===== src/rtl/core/mi_pkg.sv =====
// shared constants, types and register map of the modular inverse block
package mi_pkg;

  // operand width and derived widths
  localparam int DATA_WIDTH = 31;
  localparam int COEF_WIDTH = DATA_WIDTH + 3;
  localparam int CNT_WIDTH  = $clog2(DATA_WIDTH);
  localparam int APB_WIDTH  = 32;
  localparam int ADDR_WIDTH = 2;

  // register map
  localparam logic [ADDR_WIDTH-1:0] ADDR_MODULUS = '0;
  localparam logic [DATA_WIDTH-1:0] MODULUS_RESET = DATA_WIDTH'(65537);

  typedef logic [DATA_WIDTH-1:0]        word_t;
  typedef logic signed [COEF_WIDTH-1:0] coef_t;
  typedef logic [CNT_WIDTH-1:0]         cnt_t;

  // operand select and mode for the shared subtract unit
  typedef struct packed {
    logic rem_shifted;
    logic coef_add;
    logic coef_modulus;
  } alu_ctrl_t;

  // one finished result word
  typedef struct packed {
    word_t inverse;
    word_t common_divisor;
    logic  no_inverse;
  } result_t;

endpackage


===== src/rtl/core/mi_alu.sv =====
// shared subtract unit: remainder lane and signed coefficient lane
module mi_alu (
  input  mi_pkg::alu_ctrl_t ctrl,
  input  mi_pkg::word_t     rem_x,
  input  mi_pkg::word_t     rem_d,
  input  mi_pkg::coef_t     coef_x,
  input  mi_pkg::coef_t     coef_e,
  input  mi_pkg::word_t     modulus,
  output mi_pkg::word_t     rem_diff,
  output logic              rem_neg,
  output mi_pkg::coef_t     coef_res
);
  import mi_pkg::*;

  logic [DATA_WIDTH:0]   rem_y;
  logic [DATA_WIDTH+1:0] rem_full;
  coef_t                 coef_y;

  // remainder lane: x minus divisor, or minus twice the divisor for the alignment test
  assign rem_y    = ctrl.rem_shifted ? {rem_d, 1'b0} : {1'b0, rem_d};
  assign rem_full = {2'b00, rem_x} - {1'b0, rem_y};
  assign rem_diff = rem_full[DATA_WIDTH-1:0];
  assign rem_neg  = rem_full[DATA_WIDTH+1];

  // coefficient lane: add or subtract the shifted coefficient or the modulus
  assign coef_y   = ctrl.coef_modulus ?
                    $signed({{(COEF_WIDTH-DATA_WIDTH){1'b0}}, modulus}) : coef_e;
  assign coef_res = ctrl.coef_add ? (coef_x + coef_y) : (coef_x - coef_y);

endmodule


===== src/rtl/core/mi_core.sv =====
// sequencer and working registers of the extended euclid iteration
module mi_core (
  input  logic            clk,
  input  logic            rst,
  input  logic            start_valid,
  output logic            start_ready,
  input  mi_pkg::word_t   val,
  input  mi_pkg::word_t   modulus,
  output logic            res_valid,
  input  logic            res_ready,
  output mi_pkg::result_t res
);
  import mi_pkg::*;

  typedef enum logic [2:0] {
    S_IDLE,
    S_CHECK,
    S_SHIFT,
    S_SUB,
    S_REDUCE,
    S_DONE
  } state_t;

  state_t    state;
  word_t     a, b, d, m;
  coef_t     sa, sb, e;
  cnt_t      k;
  alu_ctrl_t ctrl;
  word_t     rem_diff;
  logic      rem_neg;
  coef_t     coef_res;
  word_t     rem_new;
  coef_t     coef_new;

  // operand selection for the shared unit
  always_comb begin
    ctrl.rem_shifted  = (state == S_SHIFT);
    ctrl.coef_modulus = (state == S_REDUCE);
    ctrl.coef_add     = (state == S_REDUCE) && sb[COEF_WIDTH-1];
  end

  mi_alu u_alu (
    .ctrl     (ctrl),
    .rem_x    (b),
    .rem_d    (d),
    .coef_x   (sb),
    .coef_e   (e),
    .modulus  (m),
    .rem_diff (rem_diff),
    .rem_neg  (rem_neg),
    .coef_res (coef_res)
  );

  // one restoring subtract step of the current quotient
  always_comb begin
    rem_new  = rem_neg ? b  : rem_diff;
    coef_new = rem_neg ? sb : coef_res;
  end

  // sequencer: align divisor, subtract down bit by bit, swap, then reduce
  always_ff @(posedge clk) begin
    if (rst) begin
      state <= S_IDLE;
    end else begin
      unique case (state)
        S_IDLE: begin
          if (start_valid) begin
            a     <= val;
            b     <= modulus;
            m     <= modulus;
            sa    <= coef_t'(1);
            sb    <= '0;
            state <= S_CHECK;
          end
        end
        S_CHECK: begin
          if (a == '0) begin
            if (m == '0) begin
              sb    <= '0;
              state <= S_DONE;
            end else begin
              state <= S_REDUCE;
            end
          end else begin
            d     <= a;
            e     <= sa;
            k     <= '0;
            state <= S_SHIFT;
          end
        end
        S_SHIFT: begin
          // keep doubling while twice the divisor still fits under the remainder
          if (!rem_neg) begin
            d <= {d[DATA_WIDTH-2:0], 1'b0};
            e <= e <<< 1;
            k <= k + cnt_t'(1);
          end else begin
            state <= S_SUB;
          end
        end
        S_SUB: begin
          if (k == '0) begin
            // quotient done: remainder becomes the new divisor
            a     <= rem_new;
            b     <= a;
            sa    <= coef_new;
            sb    <= sa;
            state <= S_CHECK;
          end else begin
            b <= rem_new;
            sb <= coef_new;
            d <= d >> 1;
            e <= e >>> 1;
            k <= k - cnt_t'(1);
          end
        end
        S_REDUCE: begin
          // bring the coefficient into 0..m-1
          if (sb[COEF_WIDTH-1]) begin
            sb <= coef_res;
          end else if (!coef_res[COEF_WIDTH-1]) begin
            sb <= coef_res;
          end else begin
            state <= S_DONE;
          end
        end
        S_DONE: begin
          if (res_ready) begin
            state <= S_IDLE;
          end
        end
        default: begin
          state <= S_IDLE;
        end
      endcase
    end
  end

  // handshake and result word
  assign start_ready        = (state == S_IDLE);
  assign res_valid          = (state == S_DONE);
  assign res.inverse        = sb[DATA_WIDTH-1:0];
  assign res.common_divisor = b;
  assign res.no_inverse     = (b != word_t'(1));

endmodule


===== src/rtl/core/modular_inverse_ext_gcd.sv =====
// Modular inverse by the extended Euclidean algorithm. Each input word carries one
// value; the block returns the Bezout coefficient of that value reduced into
// 0..modulus-1, gcd(value, modulus) and a flag that is set when the gcd is not 1.
// A modulus of zero gives an inverse of 0 and the value as gcd. The modulus is
// written over the APB port at byte address 0; the user must write it only while the
// block is idle, which the block itself does not enforce. One word is worked on at
// a time: each Euclid quotient step is a check, then the divisor is doubled on the
// shared subtract unit up to the top power of two in that quotient and subtracted
// back down bit by bit; a closing check, the final reduction and a hand-over follow.
// The finished word sits in an output register, so the next value is accepted
// while it waits to be taken.
module modular_inverse_ext_gcd (
  input  logic                                clk,
  input  logic                                rst,
  input  logic                                psel,
  input  logic                                penable,
  input  logic                                pwrite,
  input  logic [mi_pkg::ADDR_WIDTH-1:0]       paddr,
  input  logic [mi_pkg::APB_WIDTH-1:0]        pwdata,
  output logic [mi_pkg::APB_WIDTH-1:0]        prdata,
  output logic                                pready,
  input  logic                                in_valid,
  output logic                                in_ready,
  input  logic [mi_pkg::DATA_WIDTH-1:0]       value,
  output logic                                out_valid,
  input  logic                                out_ready,
  output logic [mi_pkg::DATA_WIDTH-1:0]       inverse,
  output logic [mi_pkg::DATA_WIDTH-1:0]       common_divisor,
  output logic                                no_inverse
);
  import mi_pkg::*;

  word_t   modulus;
  logic    core_valid;
  logic    core_ready;
  result_t core_res;

  // configuration register
  assign pready = 1'b1;
  assign prdata = (paddr == ADDR_MODULUS) ?
                  {{(APB_WIDTH-DATA_WIDTH){1'b0}}, modulus} : '0;

  always_ff @(posedge clk) begin
    if (rst) begin
      modulus <= MODULUS_RESET;
    end else if (psel && penable && pwrite && pready && (paddr == ADDR_MODULUS)) begin
      modulus <= pwdata[DATA_WIDTH-1:0];
    end
  end

  mi_core u_core (
    .clk         (clk),
    .rst         (rst),
    .start_valid (in_valid),
    .start_ready (in_ready),
    .val         (value),
    .modulus     (modulus),
    .res_valid   (core_valid),
    .res_ready   (core_ready),
    .res         (core_res)
  );

  // output register decouples the result word from the next computation
  assign core_ready = !out_valid || out_ready;

  always_ff @(posedge clk) begin
    if (rst) begin
      out_valid <= 1'b0;
    end else if (core_valid && core_ready) begin
      out_valid <= 1'b1;
    end else if (out_ready) begin
      out_valid <= 1'b0;
    end
  end

  always_ff @(posedge clk) begin
    if (core_valid && core_ready) begin
      inverse        <= core_res.inverse;
      common_divisor <= core_res.common_divisor;
      no_inverse     <= core_res.no_inverse;
    end
  end

endmodule

===== config.mk =====
export PLATFORM = sky130hd
export DESIGN_NAME = modular_inverse_ext_gcd
export DESIGN_NICKNAME = d
export VERILOG_FILES = /design/src/rtl/core/mi_pkg.sv /design/src/rtl/core/mi_alu.sv /design/src/rtl/core/mi_core.sv /design/src/rtl/core/modular_inverse_ext_gcd.sv
export SDC_FILE = /design/constraint.sdc
export NUM_CORES = 1
export LEC_CHECK = 0
export ABC_AREA = 0
export BUFFER_PORTS_ARGS = -buffer_cell sky130_fd_sc_hd__buf_2
export CORE_ASPECT_RATIO = 1.5
export CORE_MARGIN = 3
export CORE_UTILIZATION = 35
export DETAILED_ROUTE_END_ITERATION = 8
export SLEW_MARGIN = 15
export SYNTH_ARGS = -nofsm -noshare
export SYNTH_HDL_FRONTEND = slang
export SYNTH_SLANG_ARGS = --single-unit

===== constraint.sdc =====
create_clock -name clk -period 21.8 [get_ports clk]
set_input_delay 3.27 -clock clk [delete_from_list [all_inputs] [get_ports clk]]
set_output_delay 3.27 -clock clk [all_outputs]
set_load 0.02 [all_outputs]

==> impl_metrics.toml <==
[power_and_ir_drop]
finalPower_mw = 2.077
max-vdd-ir-drop_v = 0.00005346
clock_power_share = 0.312
p_comb_frac = 0.293
leakage_nw = 8.448
power.sequential.fraction = 0.395
switching_share = 0.3508
netSwitchingPower_mw = 0.7287
p_int_mw = 1.349
total_power_per_unit_cell_area_mw_per_mm2 = 90.62

[floorplan]
die-height_um = 300.2
floorplan.die.width_um = 202.1
design.die.area_mm2 = 0.06067
core_region_area_mm2 = 0.05690
placement_rows = 107
design.portCount = 170
start_util = 0.3549

[logic_synthesis]
synthFlopType = "sky130_fd_sc_hd__edfxtp_1"
yosysWarnings = 0
synth-simple-area-share = 0.1583
post_synth_mux_area_share = 0.06215
yosys.cell_types.count = 75
synth_enable_flop_cells = 294
ys_ff_latch = 329
synth-compound-area-share = 0.1772
synth_top_family_by_area = "compound AO/OA/AOI/OAI gates"
netlist_top_cells_area = "sky130_fd_sc_hd__edfxtp_1 44%, sky130_fd_sc_hd__mux2i_1 6.0%, sky130_fd_sc_hd__nand2_1 5.5%"
fraction_of_synthesized_cell_area_taken_by_the_top_area_cell_type = 0.4372
postSynthAreaPerCell_um2 = 9.575
synth_cells = 2109
mappedNetlistNets = 2252
synth_top_area_cell = "sky130_fd_sc_hd__edfxtp_1"
synth_xor_xnor_area_share = 0.05031
post_synth_fa_ha_maj_area_fraction = 0.04511
synth.cell_area_mm2 = 0.02019
async_reset_ff_frac = 0
seq_area_frac_synth = 0.4719

[detailed_routing]
drc = 0
detailedRoute.firstPassIterationCount = 6
initialDrtViolationCount = 1351
num_vias = 17300
route.antenna.remaining_nets = 0
drt-wirelength-per-cell_um = 23.86
wl_mm = 71.56
vias_per_cell = 5.769

[timing]
worst_hold_slack_after_final_layout_ps = 494.7
worst_pin_slew_ps = 1230
layout_worst_path_cycle_share = 0.3639
setup_violations = 0
setup_repair_after_global_routing_missed_its_margin = "false"
post-route-worst-setup-slack_ps = 13870
fmaxAchievable_mhz = 126.1
finalCriticalPeriod_ps = 7933
setup_total_negative_slack_ps = 0
clock-skew-final_ps = 22.83
finalHoldViolations = 0
timing.max_slew.rel_slack = 0.1789
maxSlewViolCount = 0

[global_routing]
grt_pass1_wl_mm = 106.6
largest_net_degree_at_the_start_of_global_routing = 75
grt_pass1_vias = 17000
total_track_usage = 0.2289
antenna_found_initial = 3
grt_remaining_overflow = 0

[placement]
port_buffers = 166
gp_congestion = 0.9618
worst_slack_placed_ps = 13870
hpwl_mm = 51.30

[setup_path]
r2r_cells = 19
crit_path_required_time_ps = 18530
timing.setup.critical_path_class = "in -> out"
cp_data_arrival_time_ps = 4660
crit_path_frequent_cell = "sky130_fd_sc_hd__buf_2"
cp_slowest_stage_delay_ps = 850
start_kind = "input port"
crit_path_top_delay_cell = "sky130_fd_sc_hd__nor2_2"
critical_path.cell_chain = "buf_2 > nor2_2 > and2_1 > buf_2"
critPathMaxFanout = 33
category_of_the_worst_setup_path_capture_point = "primary output"

[cells_and_area]
final_standard_cell_utilization_of_the_core = 0.4029
nets = 2349
mostFrequentLayoutCell = "sky130_fd_sc_hd__nand2_1"
final_cell_mix = "296 x sky130_fd_sc_hd__nand2_1, 294 x sky130_fd_sc_hd__edfxtp_1, 212 x sky130_fd_sc_hd__a21oi_1, 202 x sky130_fd_sc_hd__o21ai_0, 166 x sky130_fd_sc_hd__buf_2"
drive_gt1_frac = 0.1275
area_delta_synth_final_pct = 13.53

[clock_network]
max-clock-path-buffers = 3
cts_repair_resize_count = 0
root_buffer = "sky130_fd_sc_hd__clkbuf_16"
cts_htree_levels = 2
cts_made_buffers = 37
number_of_buffers_inserted_by_hold_repair_at_cts = 0
clk_transition_reported_paths_ps = 60
tritoncts_clock_tree = "done"
numClockSinks = 329
cts_setup_buffers = 0
worst_skew_pair.late_latency_ps = 550

[run]
max_cap_violations = 0

[outcome]
outcome = "finished, final reports clean"

[worst_hold_path]
hp-class = "reg -> reg"
hold_path_depth = 2
-- layer usage --
metal,up-vias,track usage,part of all wire
met5,-,0,0
met4,0,0.1322,0.066
met3,185,0.02751,0.053
met2,756,0.4150,0.51
met1,8417,0.2588,0.37
li1,7942,-,-
-- worst max-delay path, delay by kind of cell --
kind	cells	cell delay (ps)
simple gates	2	1110
buf+inv	2	270
-- registers in the layout, indices dropped and copies added, names as in the netlist --
signal / count
u_core.k: 5
inverse: 31
modulus: 31
u_core.d: 31
u_core.sb: 34
no_inverse: 1
u_core.b: 31
u_core.e: 34
u_core.a: 31
u_core.m: 31
out_valid: 1
common_divisor: 31
u_core.sa: 34
u_core.state: 3
-- Yosys cell counts (all sizes together) (6+ instances only) --
| cell | number |
|---|---|
| nor2b | 13 |
| xor2 | 42 |
| nor2 | 158 |
| buf | 37 |
| inv | 26 |
| nand3b | 9 |
| dfxtp | 35 |
| xnor2 | 74 |
| nor4 | 33 |
| o22ai | 6 |
| or3 | 16 |
| ha | 68 |
| clkbuf | 99 |
| o221ai | 7 |
| nand2b | 11 |
| a211oi | 17 |
| o21bai | 6 |
| o21ai | 219 |
| edfxtp | 294 |
| a21oi | 216 |
| a21o | 26 |
| o31ai | 14 |
| o211ai | 12 |
| o21a | 20 |
| nand2 | 298 |
| a22o | 17 |
| and3 | 12 |
| a22oi | 10 |
| nand4 | 22 |
| and2 | 39 |
| mux2i | 122 |
| nor3 | 37 |
| nand3 | 25 |
-- power by group through the flow --
stage | sequential, mW | combinational, mW | clock (mW)
after floorplan | 0.798 | 0.463 | 0
after global placement | 0.832 | 0.589 | 0
after detailed placement | 0.832 | 0.600 | 0
after CTS | 0.819 | 0.603 | 0.661
after global routing | 0.825 | 0.666 | 0.684
final | 0.821 | 0.608 | 0.648
-- per-stage QoR --
stage / instances / instance area (um2)
3_3_place_gp: 2929 / 21660
3_5_place_dp: 2930 / 21680
4_1_cts: 2998 / 22920
6_report: 2999 / 22920
5_1_grt: 2999 / 22920
2_1_floorplan: 2109 / 20190
-- final timing paths --
check	slack [ps]	endpoint	from
setup / recovery	13870	prdata[29]	paddr[1]
hold / removal	490	out_valid$_SDFFE_PP0P_	out_valid$_SDFFE_PP0P_
setup reg to reg	13950	u_core.sb[16]$_DFFE_PP_	u_core.state[0]$_SDFFE_PP0P_
hold reg to reg	490	out_valid$_SDFFE_PP0P_	out_valid$_SDFFE_PP0P_
-- final cells by class --
class | count | area [um2]
fillers | 5606 | 33970
multi-input cells | 1617 | 10040
flip-flops and latches | 329 | 9533
clock buffers | 54 | 1081
repair buffers | 194 | 1049
well taps | 763 | 954.7
clock inverters | 14 | 165.2
inverters | 27 | 101.3
diodes | 1 | 2.502
-- cells by family after synthesis --
family / count (synthesis)
buf+inv: 163
xor+xnor: 116
other cells: 2
mux: 125
compound gates: 607
flops: 329
simple gates: 696
fa+ha+maj: 71
Power figures use the tool's default switching activity.
